File: src/hw/rtl/pfrt_pkg.sv
// Package of the retention table: sizes, constants, payload and control types.
`default_nettype none

package pfrt_pkg;

  // Table geometry.
  localparam int unsigned MAX_ENTRIES = 16;
  localparam int unsigned FRAME_BITS  = 20;
  localparam int unsigned DEPTH       = MAX_ENTRIES + 1;
  localparam int unsigned IDX_W       = $clog2(DEPTH);
  localparam int unsigned CNT_W       = $clog2(DEPTH + 1);
  localparam int unsigned LIMIT_W     = $clog2(MAX_ENTRIES + 1);

  // Field widths.
  localparam int unsigned ID_W       = 64;
  localparam int unsigned PROG_W     = 14;
  localparam int unsigned SUMM_W     = 16;
  localparam int unsigned BUDGET_W   = 16;
  localparam int unsigned LIMIT_IN_W = 5;
  localparam int unsigned CFG_IDX_W  = 1;
  localparam int unsigned CFG_DATA_W = 16;
  localparam int unsigned MIB_SHIFT  = 20;

  // Size accumulator wide enough for the budget and for a full table.
  localparam int unsigned SIZE_W = (FRAME_BITS + 24 > 38) ? FRAME_BITS + 24 : 38;

  // Size estimate constants, in bytes.
  localparam int unsigned BASE_BYTES    = 256;
  localparam int unsigned SUMMARY_BYTES = 160;
  localparam int unsigned RECORD_BYTES  = 64;
  localparam int unsigned FRAME_BYTES   = 104;

  localparam int unsigned MIN_KEPT     = 2;
  localparam int unsigned PROGRESS_MAX = 10000;

  // Register reset values.
  localparam int unsigned LIMIT_RESET  = (MAX_ENTRIES < 16) ? MAX_ENTRIES : 16;
  localparam int unsigned BUDGET_RESET = 64;

  // Register indexes of the configuration port.
  localparam logic [CFG_IDX_W-1:0] CFG_ENTRY_LIMIT = 1'b0;
  localparam logic [CFG_IDX_W-1:0] CFG_BUDGET_MB   = 1'b1;

  // Mode codes of an input request.
  localparam logic MODE_INSERT = 1'b0;
  localparam logic MODE_TRIM   = 1'b1;

  typedef struct packed {
    logic                  mode;
    logic [ID_W-1:0]       record_id;
    logic [PROG_W-1:0]     progress;
    logic [FRAME_BITS-1:0] frame_count;
    logic [SUMM_W-1:0]     summary_count;
  } in_item_t;

  typedef struct packed {
    logic [ID_W-1:0] evicted_id;
    logic            last;
  } out_item_t;

  // One stored record.
  typedef struct packed {
    logic [ID_W-1:0]       id;
    logic [PROG_W-1:0]     progress;
    logic [FRAME_BITS-1:0] frames;
  } entry_t;

  localparam int unsigned ENTRY_W = $bits(entry_t);

  // Control of the scan unit.
  typedef struct packed {
    logic             start;
    logic             en;
    logic [IDX_W-1:0] idx;
  } scan_ctrl_t;

  // Results of one pass of the scan unit.
  typedef struct packed {
    logic [SIZE_W-1:0]      total;
    logic [IDX_W-1:0]       newest_idx;
    logic [IDX_W-1:0]       best_idx;
    logic                   dup;
    logic [2:0][ID_W-1:0]   head_id;
  } scan_res_t;

  typedef enum logic [2:0] {
    ST_IDLE,
    ST_SCAN_INIT,
    ST_SCAN,
    ST_DECIDE,
    ST_PUSH_MID,
    ST_COMPACT,
    ST_PUSH_LAST
  } state_e;

  typedef enum logic {
    KIND_DUP,
    KIND_TRIM
  } scan_kind_e;

endpackage

`default_nettype wire

File: src/hw/rtl/pfrt_ram.sv
// Generic single-clock RAM with one write port and one registered read port.
`default_nettype none

module pfrt_ram #(
  parameter int unsigned WIDTH = 8,
  parameter int unsigned DEPTH = 16
) (
  input  wire logic                     clk_i,
  input  wire logic                     we_i,
  input  wire logic [$clog2(DEPTH)-1:0] waddr_i,
  input  wire logic [WIDTH-1:0]         wdata_i,
  input  wire logic                     re_i,
  input  wire logic [$clog2(DEPTH)-1:0] raddr_i,
  output logic      [WIDTH-1:0]         rdata_o
);

  logic [WIDTH-1:0] mem_q [DEPTH];

  // Write port.
  always_ff @(posedge clk_i) begin
    if (we_i) begin
      mem_q[waddr_i] <= wdata_i;
    end
  end

  // Registered read port.
  always_ff @(posedge clk_i) begin
    if (re_i) begin
      rdata_o <= mem_q[raddr_i];
    end
  end

endmodule

`default_nettype wire

File: src/hw/rtl/pfrt_scan_unit.sv
// Scan unit: takes one record per cycle while enabled; accumulates size, newest, best, duplicate and head ids.
`default_nettype none

module pfrt_scan_unit (
  input  wire logic                       clk_i,
  input  wire logic                       rst_ni,
  input  wire pfrt_pkg::scan_ctrl_t       ctrl_i,
  input  wire logic [pfrt_pkg::SUMM_W-1:0] summaries_i,
  input  wire logic [pfrt_pkg::ID_W-1:0]  probe_id_i,
  input  wire pfrt_pkg::entry_t           entry_i,
  output pfrt_pkg::scan_res_t             res_o
);

  import pfrt_pkg::*;

  localparam int unsigned FPROD_W = FRAME_BITS + 7;
  localparam int unsigned SPROD_W = SUMM_W + 8;

  logic [SIZE_W-1:0]    total_q, total_d;
  logic [IDX_W-1:0]     newest_idx_q, newest_idx_d;
  logic [ID_W-1:0]      newest_id_q, newest_id_d;
  logic [IDX_W-1:0]     best_idx_q, best_idx_d;
  logic [ID_W-1:0]      best_id_q, best_id_d;
  logic [PROG_W-1:0]    best_prog_q, best_prog_d;
  logic                 dup_q, dup_d;
  logic [2:0][ID_W-1:0] head_q, head_d;
  logic [FPROD_W-1:0]   frame_bytes;
  logic [SPROD_W-1:0]   summ_bytes;
  logic                 first;

  // Constant-coefficient products of the size estimate.
  assign frame_bytes = FPROD_W'(entry_i.frames) * FPROD_W'(FRAME_BYTES);
  assign summ_bytes  = SPROD_W'(summaries_i) * SPROD_W'(SUMMARY_BYTES);
  assign first       = (ctrl_i.idx == '0);

  // One step of the pass.
  always_comb begin
    total_d      = total_q;
    newest_idx_d = newest_idx_q;
    newest_id_d  = newest_id_q;
    best_idx_d   = best_idx_q;
    best_id_d    = best_id_q;
    best_prog_d  = best_prog_q;
    dup_d        = dup_q;
    head_d       = head_q;
    if (ctrl_i.start) begin
      total_d = SIZE_W'(BASE_BYTES) + SIZE_W'(summ_bytes);
      dup_d   = 1'b0;
    end else if (ctrl_i.en) begin
      total_d = total_q + SIZE_W'(RECORD_BYTES) + SIZE_W'(frame_bytes);
      if (first || (entry_i.id > newest_id_q)) begin
        newest_idx_d = ctrl_i.idx;
        newest_id_d  = entry_i.id;
      end
      // Best progress; equal progress goes to the larger id.
      if (first || (entry_i.progress > best_prog_q) ||
          ((entry_i.progress == best_prog_q) && (entry_i.id > best_id_q))) begin
        best_idx_d  = ctrl_i.idx;
        best_id_d   = entry_i.id;
        best_prog_d = entry_i.progress;
      end
      if (entry_i.id == probe_id_i) begin
        dup_d = 1'b1;
      end
      // Keep the three oldest ids for the victim choice.
      if (ctrl_i.idx == IDX_W'(0)) begin
        head_d[0] = entry_i.id;
      end
      if (ctrl_i.idx == IDX_W'(1)) begin
        head_d[1] = entry_i.id;
      end
      if (ctrl_i.idx == IDX_W'(2)) begin
        head_d[2] = entry_i.id;
      end
    end
  end

  // Pass state.
  always_ff @(posedge clk_i or negedge rst_ni) begin
    if (!rst_ni) begin
      dup_q <= 1'b0;
    end else begin
      dup_q <= dup_d;
    end
  end

  // Accumulated values carry no reset.
  always_ff @(posedge clk_i) begin
    total_q      <= total_d;
    newest_idx_q <= newest_idx_d;
    newest_id_q  <= newest_id_d;
    best_idx_q   <= best_idx_d;
    best_id_q    <= best_id_d;
    best_prog_q  <= best_prog_d;
    head_q       <= head_d;
  end

  assign res_o.total      = total_q;
  assign res_o.newest_idx = newest_idx_q;
  assign res_o.best_idx   = best_idx_q;
  assign res_o.dup        = dup_q;
  assign res_o.head_id    = head_q;

endmodule

`default_nettype wire

File: src/hw/rtl/pinned_fifo_retention_table.sv
// Flow: a trim pass reads every record once; each eviction adds one compaction sweep and
// a fresh scan pass and, after the first, one output item for the eviction before it.
// Throughput: one item at a time; the record RAM's single read port sets the pace.
// Reset clears the fill count and the output valid flag, sets entry_limit to 16 and
// budget_mb to 64; the record RAM is not cleared and needs no clearing pass.
// Top level of the retention table: sequencer, record RAM and scan unit.
`default_nettype none

module pinned_fifo_retention_table (
  input  wire logic                            clk_i,
  input  wire logic                            rst_ni,
  input  wire logic                            in_valid_i,
  output logic                                 in_ready_o,
  input  wire pfrt_pkg::in_item_t              in_data_i,
  output logic                                 out_valid_o,
  input  wire logic                            out_ready_i,
  output pfrt_pkg::out_item_t                  out_data_o,
  input  wire logic                            cfg_we_i,
  input  wire logic [pfrt_pkg::CFG_IDX_W-1:0]  cfg_idx_i,
  input  wire logic [pfrt_pkg::CFG_DATA_W-1:0] cfg_wdata_i
);

  import pfrt_pkg::*;

  state_e            state_q, state_d;
  scan_kind_e        kind_q, kind_d;
  in_item_t          item_q, item_d;
  logic [CNT_W-1:0]  fill_q, fill_d;
  logic [LIMIT_W-1:0] limit_q;
  logic [BUDGET_W-1:0] budget_q;
  logic [CNT_W-1:0]  ra_q, ra_d;
  logic              rv_q, rv_d;
  logic [IDX_W-1:0]  ri_q, ri_d;
  logic              pend_q, pend_d;
  logic [ID_W-1:0]   pend_id_q, pend_id_d;
  logic [ID_W-1:0]   vict_id_q, vict_id_d;
  logic              out_valid_q, out_valid_d;
  out_item_t         out_data_q, out_data_d;

  logic              ram_re, ram_we;
  logic [IDX_W-1:0]  ram_raddr, ram_waddr;
  entry_t            ram_wdata, ram_rdata;
  scan_ctrl_t        scan_ctrl;
  scan_res_t         scan_res;

  logic              rd_more, sweep_done, slot_free, insert_ok, over;
  logic [IDX_W-1:0]  victim;
  logic [SIZE_W-1:0] budget_bytes;
  logic [31:0]       limit_raw;

  pfrt_ram #(
    .WIDTH (ENTRY_W),
    .DEPTH (DEPTH)
  ) u_ram (
    .clk_i   (clk_i),
    .we_i    (ram_we),
    .waddr_i (ram_waddr),
    .wdata_i (ram_wdata),
    .re_i    (ram_re),
    .raddr_i (ram_raddr),
    .rdata_o (ram_rdata)
  );

  pfrt_scan_unit u_scan (
    .clk_i       (clk_i),
    .rst_ni      (rst_ni),
    .ctrl_i      (scan_ctrl),
    .summaries_i (item_q.summary_count),
    .probe_id_i  (item_q.record_id),
    .entry_i     (ram_rdata),
    .res_o       (scan_res)
  );

  // Shared status terms.
  assign rd_more    = (ra_q < fill_q);
  assign sweep_done = !rd_more && !rv_q;
  assign slot_free  = !out_valid_q || out_ready_i;
  assign insert_ok  = (in_data_i.record_id != '0) &&
                      (in_data_i.progress <= PROG_W'(PROGRESS_MAX)) &&
                      (in_data_i.frame_count != '0) &&
                      (fill_q < CNT_W'(DEPTH));
  assign budget_bytes = SIZE_W'(budget_q) << MIB_SHIFT;
  assign over = (fill_q > CNT_W'(MIN_KEPT)) &&
                ((fill_q > CNT_W'(limit_q)) || (scan_res.total > budget_bytes));

  // Oldest record that is neither the newest id nor the best progress.
  always_comb begin
    if ((scan_res.newest_idx != IDX_W'(0)) && (scan_res.best_idx != IDX_W'(0))) begin
      victim = IDX_W'(0);
    end else if ((scan_res.newest_idx != IDX_W'(1)) &&
                 (scan_res.best_idx != IDX_W'(1))) begin
      victim = IDX_W'(1);
    end else begin
      victim = IDX_W'(2);
    end
  end

  // Next state.
  always_comb begin
    state_d = state_q;
    case (state_q)
      ST_IDLE: begin
        if (in_valid_i) begin
          if ((in_data_i.mode == MODE_INSERT) && !insert_ok) begin
            state_d = ST_PUSH_LAST;
          end else begin
            state_d = ST_SCAN_INIT;
          end
        end
      end
      ST_SCAN_INIT: begin
        state_d = ST_SCAN;
      end
      ST_SCAN: begin
        if (sweep_done) begin
          state_d = ST_DECIDE;
        end
      end
      ST_DECIDE: begin
        if (kind_q == KIND_DUP) begin
          state_d = scan_res.dup ? ST_PUSH_LAST : ST_SCAN_INIT;
        end else if (over) begin
          state_d = pend_q ? ST_PUSH_MID : ST_COMPACT;
        end else begin
          state_d = ST_PUSH_LAST;
        end
      end
      ST_PUSH_MID: begin
        if (slot_free) begin
          state_d = ST_COMPACT;
        end
      end
      ST_COMPACT: begin
        if (sweep_done) begin
          state_d = ST_SCAN_INIT;
        end
      end
      ST_PUSH_LAST: begin
        if (slot_free) begin
          state_d = ST_IDLE;
        end
      end
      default: begin
        state_d = ST_IDLE;
      end
    endcase
  end

  // Datapath control per state.
  always_comb begin
    kind_d      = kind_q;
    item_d      = item_q;
    fill_d      = fill_q;
    ra_d        = ra_q;
    rv_d        = 1'b0;
    ri_d        = ri_q;
    pend_d      = pend_q;
    pend_id_d   = pend_id_q;
    vict_id_d   = vict_id_q;
    out_valid_d = out_valid_q && !out_ready_i;
    out_data_d  = out_data_q;
    ram_re      = 1'b0;
    ram_raddr   = ra_q[IDX_W-1:0];
    ram_we      = 1'b0;
    ram_waddr   = ri_q - IDX_W'(1);
    ram_wdata   = ram_rdata;
    scan_ctrl   = '0;
    case (state_q)
      ST_IDLE: begin
        if (in_valid_i) begin
          item_d = in_data_i;
          kind_d = (in_data_i.mode == MODE_INSERT) ? KIND_DUP : KIND_TRIM;
        end
      end
      ST_SCAN_INIT: begin
        scan_ctrl.start = 1'b1;
        ra_d            = '0;
      end
      ST_SCAN: begin
        // Issue one read a cycle; the scan unit takes each read's data in the next cycle.
        if (rd_more) begin
          ram_re = 1'b1;
          ra_d   = ra_q + CNT_W'(1);
          rv_d   = 1'b1;
          ri_d   = ra_q[IDX_W-1:0];
        end
        scan_ctrl.en  = rv_q;
        scan_ctrl.idx = ri_q;
      end
      ST_DECIDE: begin
        if (kind_q == KIND_DUP) begin
          // Append the new record behind the last one.
          if (!scan_res.dup) begin
            ram_we    = 1'b1;
            ram_waddr = fill_q[IDX_W-1:0];
            ram_wdata = '{id: item_q.record_id, progress: item_q.progress,
                          frames: item_q.frame_count};
            fill_d    = fill_q + CNT_W'(1);
            kind_d    = KIND_TRIM;
          end
        end else if (over) begin
          vict_id_d = scan_res.head_id[victim[1:0]];
          ra_d      = CNT_W'(victim) + CNT_W'(1);
        end
      end
      ST_PUSH_MID: begin
        if (slot_free) begin
          out_valid_d = 1'b1;
          out_data_d  = '{evicted_id: pend_id_q, last: 1'b0};
        end
      end
      ST_COMPACT: begin
        // Move every record behind the victim one slot toward the head.
        if (rd_more) begin
          ram_re = 1'b1;
          ra_d   = ra_q + CNT_W'(1);
          rv_d   = 1'b1;
          ri_d   = ra_q[IDX_W-1:0];
        end
        if (rv_q) begin
          ram_we = 1'b1;
        end
        if (sweep_done) begin
          fill_d    = fill_q - CNT_W'(1);
          pend_d    = 1'b1;
          pend_id_d = vict_id_q;
        end
      end
      ST_PUSH_LAST: begin
        if (slot_free) begin
          out_valid_d = 1'b1;
          out_data_d  = '{evicted_id: (pend_q ? pend_id_q : '0), last: 1'b1};
          pend_d      = 1'b0;
        end
      end
      default: begin
        pend_d = 1'b0;
      end
    endcase
  end

  // Entry limit write value, clamped to the supported range.
  assign limit_raw = 32'(cfg_wdata_i[LIMIT_IN_W-1:0]);

  // Control registers and configuration.
  always_ff @(posedge clk_i or negedge rst_ni) begin
    if (!rst_ni) begin
      state_q     <= ST_IDLE;
      kind_q      <= KIND_TRIM;
      fill_q      <= '0;
      ra_q        <= '0;
      rv_q        <= 1'b0;
      pend_q      <= 1'b0;
      out_valid_q <= 1'b0;
      limit_q     <= LIMIT_W'(LIMIT_RESET);
      budget_q    <= BUDGET_W'(BUDGET_RESET);
    end else begin
      state_q     <= state_d;
      kind_q      <= kind_d;
      fill_q      <= fill_d;
      ra_q        <= ra_d;
      rv_q        <= rv_d;
      pend_q      <= pend_d;
      out_valid_q <= out_valid_d;
      if (cfg_we_i) begin
        case (cfg_idx_i)
          CFG_ENTRY_LIMIT: begin
            if (limit_raw == 32'd0) begin
              limit_q <= LIMIT_W'(1);
            end else if (limit_raw > 32'(MAX_ENTRIES)) begin
              limit_q <= LIMIT_W'(MAX_ENTRIES);
            end else begin
              limit_q <= LIMIT_W'(limit_raw);
            end
          end
          CFG_BUDGET_MB: begin
            budget_q <= (cfg_wdata_i[BUDGET_W-1:0] == '0) ? BUDGET_W'(1)
                                                           : cfg_wdata_i[BUDGET_W-1:0];
          end
          default: begin
            budget_q <= budget_q;
          end
        endcase
      end
    end
  end

  // Payload registers.
  always_ff @(posedge clk_i) begin
    item_q     <= item_d;
    ri_q       <= ri_d;
    pend_id_q  <= pend_id_d;
    vict_id_q  <= vict_id_d;
    out_data_q <= out_data_d;
  end

  assign in_ready_o  = (state_q == ST_IDLE);
  assign out_valid_o = out_valid_q;
  assign out_data_o  = out_data_q;

endmodule

`default_nettype wire

File: config.mk
export PLATFORM = sky130hd
export DESIGN_NAME = pinned_fifo_retention_table
export DESIGN_NICKNAME = d
export VERILOG_FILES = /design/src/hw/rtl/pfrt_pkg.sv /design/src/hw/rtl/pfrt_ram.sv /design/src/hw/rtl/pfrt_scan_unit.sv /design/src/hw/rtl/pinned_fifo_retention_table.sv
export SDC_FILE = /design/constraint.sdc
export NUM_CORES = 2
export LEC_CHECK = 0
export BUFFER_PORTS_ARGS = -buffer_cell sky130_fd_sc_hd__buf_2
export CORE_UTILIZATION = 40
export DETAILED_ROUTE_END_ITERATION = 16
export PLACE_DENSITY_LB_ADDON = 0.15
export SLEW_MARGIN = 30
export SYNTH_ARGS = -nofsm -noshare
export SYNTH_HDL_FRONTEND = slang
export SYNTH_HIERARCHICAL = 1
export SYNTH_SLANG_ARGS = --single-unit
File: constraint.sdc
create_clock -name clk_i -period 17.93 [get_ports clk_i]
set_input_delay 4.4825 -clock clk_i [delete_from_list [all_inputs] [get_ports clk_i]]
set_output_delay 4.4825 -clock clk_i [all_outputs]
set_load 0.01 [all_outputs]
**Word level (Yosys, flattened, before mapping)**

Memories as Yosys holds them, arrays and structs flattened. A register that Yosys moved wholly into a read port is not among the register bits.
Index checks and enable logic that the tools add are counted.

- Logic and storage cells: 191
- Memories kept: 1
- Bits in registers: 739
- Bits of input ports: 137
- RAM bits: 1666

Memories:

| memory | depth | bits a word | rd ports | clocked after memory_dff | wr ports | line | source |
|---|---|---|---|---|---|---|---|
| u_ram.mem_q | 17 | 98 | 1 | 1 | 1 | pfrt_ram.sv:17 | `logic [WIDTH-1:0] mem_q [DEPTH];` |

- Magnitude comparators: 11
- Bitwise logic cells: 4
- Add/sub/neg operators: 8
- Eq/ne operators: 22
- Multiply operators: 2
- Reduce and logical (&&, ||, !) cells: 55
- Multiplexer cells: 60

Operators with widths:

| operator | count |
|---|---|
| $mux 98 | 3 |
| $mux 65 | 2 |
| $pmux 65 s2 | 1 |
| $bmux 64 s2 | 1 |
| $gt 64x64->1 | 2 |
| $mux 64 | 2 |
| $mux 44 | 2 |
| $eq 64x64->1 | 1 |
| $reduce_bool 64->1 | 1 |
| $mux 5 | 12 |
| $add 44x27->44 | 1 |
| $add 44x7->44 const B | 1 |
| $gt 44x36->1 | 1 |
| $logic_not 32->1 | 1 |
| $add 9x24->25 const A | 1 |
| $mul 20x4->24 const B | 1 |
| $mux 3 | 8 |
| $reduce_and 3->1 | 8 |
| $pmux 3 s7 | 1 |
| $reduce_bool 20->1 | 1 |
| $mul 16x3->19 const B | 1 |
| $mux 1 | 19 |
| $ne 2x2->1 const B | 9 |
| $logic_not 16->1 | 1 |
| other kinds (39) | 81 |

**Longest topological paths before layout**

- Depth in word-level cells: 9
- Mapped depth: 23
- Gate-level depth less buffers: 23

**By module**

The synthesis kept the hierarchy.

Modules (own cells, without submodules):

| module | sequential area each (um^2) | cells an instance | times used | area an instance (um^2) |
|---|---|---|---|---|
| pfrt_ram | 52970.8 | 2734 | 1 | 65925.7 |
| pfrt_scan_unit | 11586.1 | 1707 | 1 | 21384.3 |
| pinned_fifo_retention_table | 10323.7 | 1067 | 1 | 15103.2 |

**Worst setup path after synthesis**

Ideal clock, no wire load.

- Path type: register to register
- Start point: reg state_q[0]
- End point: mem u_ram/mem_q[8][0] in the netlist's numbering, enable pin
- Library setup time: 695 ps
- Cell stages (with the launch flop): 10
- Clock period less this slack: 9642 ps
- Required time: 17235 ps
- Setup slack: 8288 ps
- Data arrival time: 8946 ps
- Cells stage by stage: dfrtp_1 nor2b_1 and2_1 nand2_1 clkbuf_1 clkbuf_1 o21ai_0 nor2b_1 nand2_1 nor3b_1

RTL lines:

| what | line | source |
|---|---|---|
| start, declared | pinned_fifo_retention_table.sv:25 | `state_e state_q, state_d;` |
| start signal, assigned | pinned_fifo_retention_table.sv:258 | `state_q <= state_d;` |
| $eq 3x2->1 | pinned_fifo_retention_table.sv:168 | `case (state_q)` |
| $mux 5 | pinned_fifo_retention_table.sv:168 |  |
| net ram_waddr[4] | pinned_fifo_retention_table.sv:41 | `logic [IDX_W-1:0] ram_raddr, ram_waddr;` |
| end, declared | pfrt_ram.sv:17 |  |

The timed path passes the listed nets, and every way through them passes these cells.

**Final worst setup path**

- Start point: reg state_q[1]
- End point: out in_ready_o

- Cells in the longest elaborated chain, start to end: 1

RTL lines:

| what | line | source |
|---|---|---|
| $logic_not 3->1 | pinned_fifo_retention_table.sv:297 | `assign in_ready_o = (state_q == ST_IDLE);` |
| end, declared | pinned_fifo_retention_table.sv:13 | `output logic in_ready_o,` |

No other way between the ends.

==> flow_metrics.tcl <==
set metrics [dict create \
    cp-start-kind "flop" \
    holdPathStages 0 \
    firstDrtPassIters 7 \
    synthCells 5508 \
    fin_util 0.459 \
    yosysTopAreaCellShare 0.722 \
    ctsHoldBuffers 0 \
    cap_violations 0 \
    dp_cells 8994 \
    clock_latency_ns 0.93 \
    route.detailed.drc 0 \
    synthFlopType "edfxtp_1" \
    syn_to_final_growth_pct 14.1 \
    async_reset_ff_frac 0.0156 \
    synthXorXnorAreaFrac 0.00938 \
    die_height_um 508 \
    drt-total-wl_um 261000 \
    h-tree-depth 5 \
    io_pins 204 \
    cp-end-kind "output pin" \
    vdd_drop_max_v 0.000302 \
    die-area_mm2 0.258 \
    grt_pass1_vias 53200 \
    synthesis.area_mm2 0.102 \
    port_buffers 203 \
    synth.avg_cell_area_um2 18.6 \
    ant_nets 0 \
    status "completed" \
    fin_skew_ns 0.0770 \
    grt_setup_unrepaired "no" \
    critPathArrivalTime_ns 2.01 \
    coreArea_mm2 0.254 \
    rows 185 \
    fmax_mhz 154 \
    synth_top_area_cell "edfxtp_1" \
    antenna_found_initial 16 \
    gp_congestion 0.837 \
    cts.clk_slew.worst_paths_ns 0.06 \
    period_share 0.362 \
    crit_fanout 16 \
    synth_edf_count 2461 \
    synth-adder-area-share 0.0398 \
    initial_core_util 0.403 \
    grt.overflow.total 0 \
    stdcell_count 9501 \
    synth_compound_area_frac 0.0462 \
    hold_path.class "reg -> reg" \
    ys_ff_latch 2500 \
    wl_per_cell_um 27.5 \
    grt_pass1_wl_um 378000 \
    drive_above_1_share 0.213 \
    cts.repair.resized 0 \
    max_slew_margin 0.294 \
    yosysSeqAreaShare 0.731 \
    r2r_cells 11 \
    grt_util_all_layers 0.203 \
    slew_viol_final 0 \
    synth.area.mux_share 0.111 \
    ys_warn_count 6 \
    finalHoldViolCount 0 \
    cts-root-buf "clkbuf_16" \
    synth_top_family_by_area "multiplexers" \
    chipWidth_um 508 \
    via_per_inst 5.53 \
    synth_area_leaders "edfxtp_1 72%, mux4_2 8.2%, ha_1 3.6%, mux2_2 1.3%, inv_1 1.1%" \
    ys_types 106 \
    fin_crit_ns 6.50 \
    grt_max_degree 107 \
    postCtsSetupRepairBufs 0 \
    clock_tree.buffer_depth 4 \
    final_cell_mix "2461 x edfxtp_1, 373 x mux4_2, 299 x clkbuf_16" \
    required_ns 13.45 \
    tightest_slew_ns 1.06 \
    fin_tns_setup_ns 0 \
    synthSimpleGateAreaFrac 0.0378 \
    drt_iter0_drc 4920 \
    cts_buffers 293 \
    cts_tree "built" \
    p_leak_nw 39.2 \
    power.density_mw_per_mm2 192 \
    fin_nets 6376 \
    p_total_w 0.0224 \
    vias 52500 \
    dp_hpwl_um 143000 \
    path_class "reg -> out" \
    final_common_cell "edfxtp_1" \
    cts.sinks 2500 \
    finalSetupViolations 0 \
]
[area by class of cell]
class                           count  area [um2]
Clock inverter                    136        1220
Antenna cell                       10        25.0
Inverter                          300        1130
Multi-Input combinational cell   2496       25400
Clock buffer                      359        7710
Timing Repair Buffer              334        2240
Fill cell                       21600      138000
Tap cell                         3366        4210
Sequential cell                  2500       74900
[worst paths after layout]
kind,from,endpoint,slack [ns]
setup / recovery,state_q[1],in_ready_o,11.43
hold / removal,vict_id_q[3],pend_id_q[3],0.41
setup reg to reg,state_q[2],u_ram/mem_q[10][51],11.79
hold reg to reg,vict_id_q[3],pend_id_q[3],0.41
max in group asynchronous,rst_ni,ra_q[2],13.95
min in group asynchronous,rst_ni,limit_q[0],3.56
[synthesized netlist by cell type, drive strengths merged (5+ instances only)]
master	instances
a2111oi	8
a211o	6
a211oi	18
a21o	65
a21oi	87
a221oi	103
a22oi	53
a31oi	9
and2	14
and3	17
and4	9
buf	128
clkbuf	86
dfrtp	36
edfxtp	2461
fa	20
ha	294
inv	299
mux2	132
mux2i	102
mux4	392
nand2	194
nand2b	19
nand3	32
nand3b	5
nand4	55
nor2	235
nor2b	99
nor3	25
nor3b	7
nor4	49
o211ai	13
o21a	14
o21ai	91
o21bai	12
o22ai	121
o2bb2ai	7
o31ai	6
o41ai	6
or2	5
or3	8
xnor2	65
xor2	43
[per-stage QoR]
step                setup WS (ns)  hold slack, ns  area [um2]
CTS                         11.35           0.404      117000
global route                11.24           0.408      117000
global placement             9.76           0.405      108000
floorplan                    8.29           0.400      102000
detailed placement          10.54           0.405      108000
finish                      11.43           0.405      117000
[logic make-up (layout without fill, tap and decap cells)]
logic type / count (synthesis) / in the layout
AOI/OAI and AO/OA: 664 / 664
xor gates and xnor gates: 108 / 108
adders and majority gates: 314 / 314
buffers and inverters: 514 / 1129
DFF: 2500 / 2500
muxes: 626 / 626
other: 1 / 13
and+or+nand+nor: 781 / 781
[layer usage]
metal | share of wire | vias up | GRT usage
li1 | - | 23000 | -
met1 | 0.45 | 27700 | 0.290
met2 | 0.47 | 1467 | 0.323
met3 | 0.054 | 343 | 0.0285
met4 | 0.027 | 4 | 0.0581
met5 | 0.000099 | - | 0
[registers in the layout, indices dropped and copies added, names as in the netlist, 64 cells and up]
name and cells:
u_ram/mem_q 1666, u_scan/res_o 192, item_q 114, u_ram/rdata_o 98, out_data_o 65, pend_id_q 64, u_scan/best_id_q 64, u_scan/newest_id_q 64
vict_id_q 64
[power by group]
part	internal (W)	leakage (nW)	switching [W]
clock network	0.00335	4.37	0.00227
registers	0.00800	22.7	0.000379
logic	0.00329	12.2	0.00510
[critical path, cell delays in order, from the launching register on]
cell and delay [ns]:
dfrtp_1 0.57, nor3_1 0.31, buf_2 0.22
(Power assumes the default switching activity.)
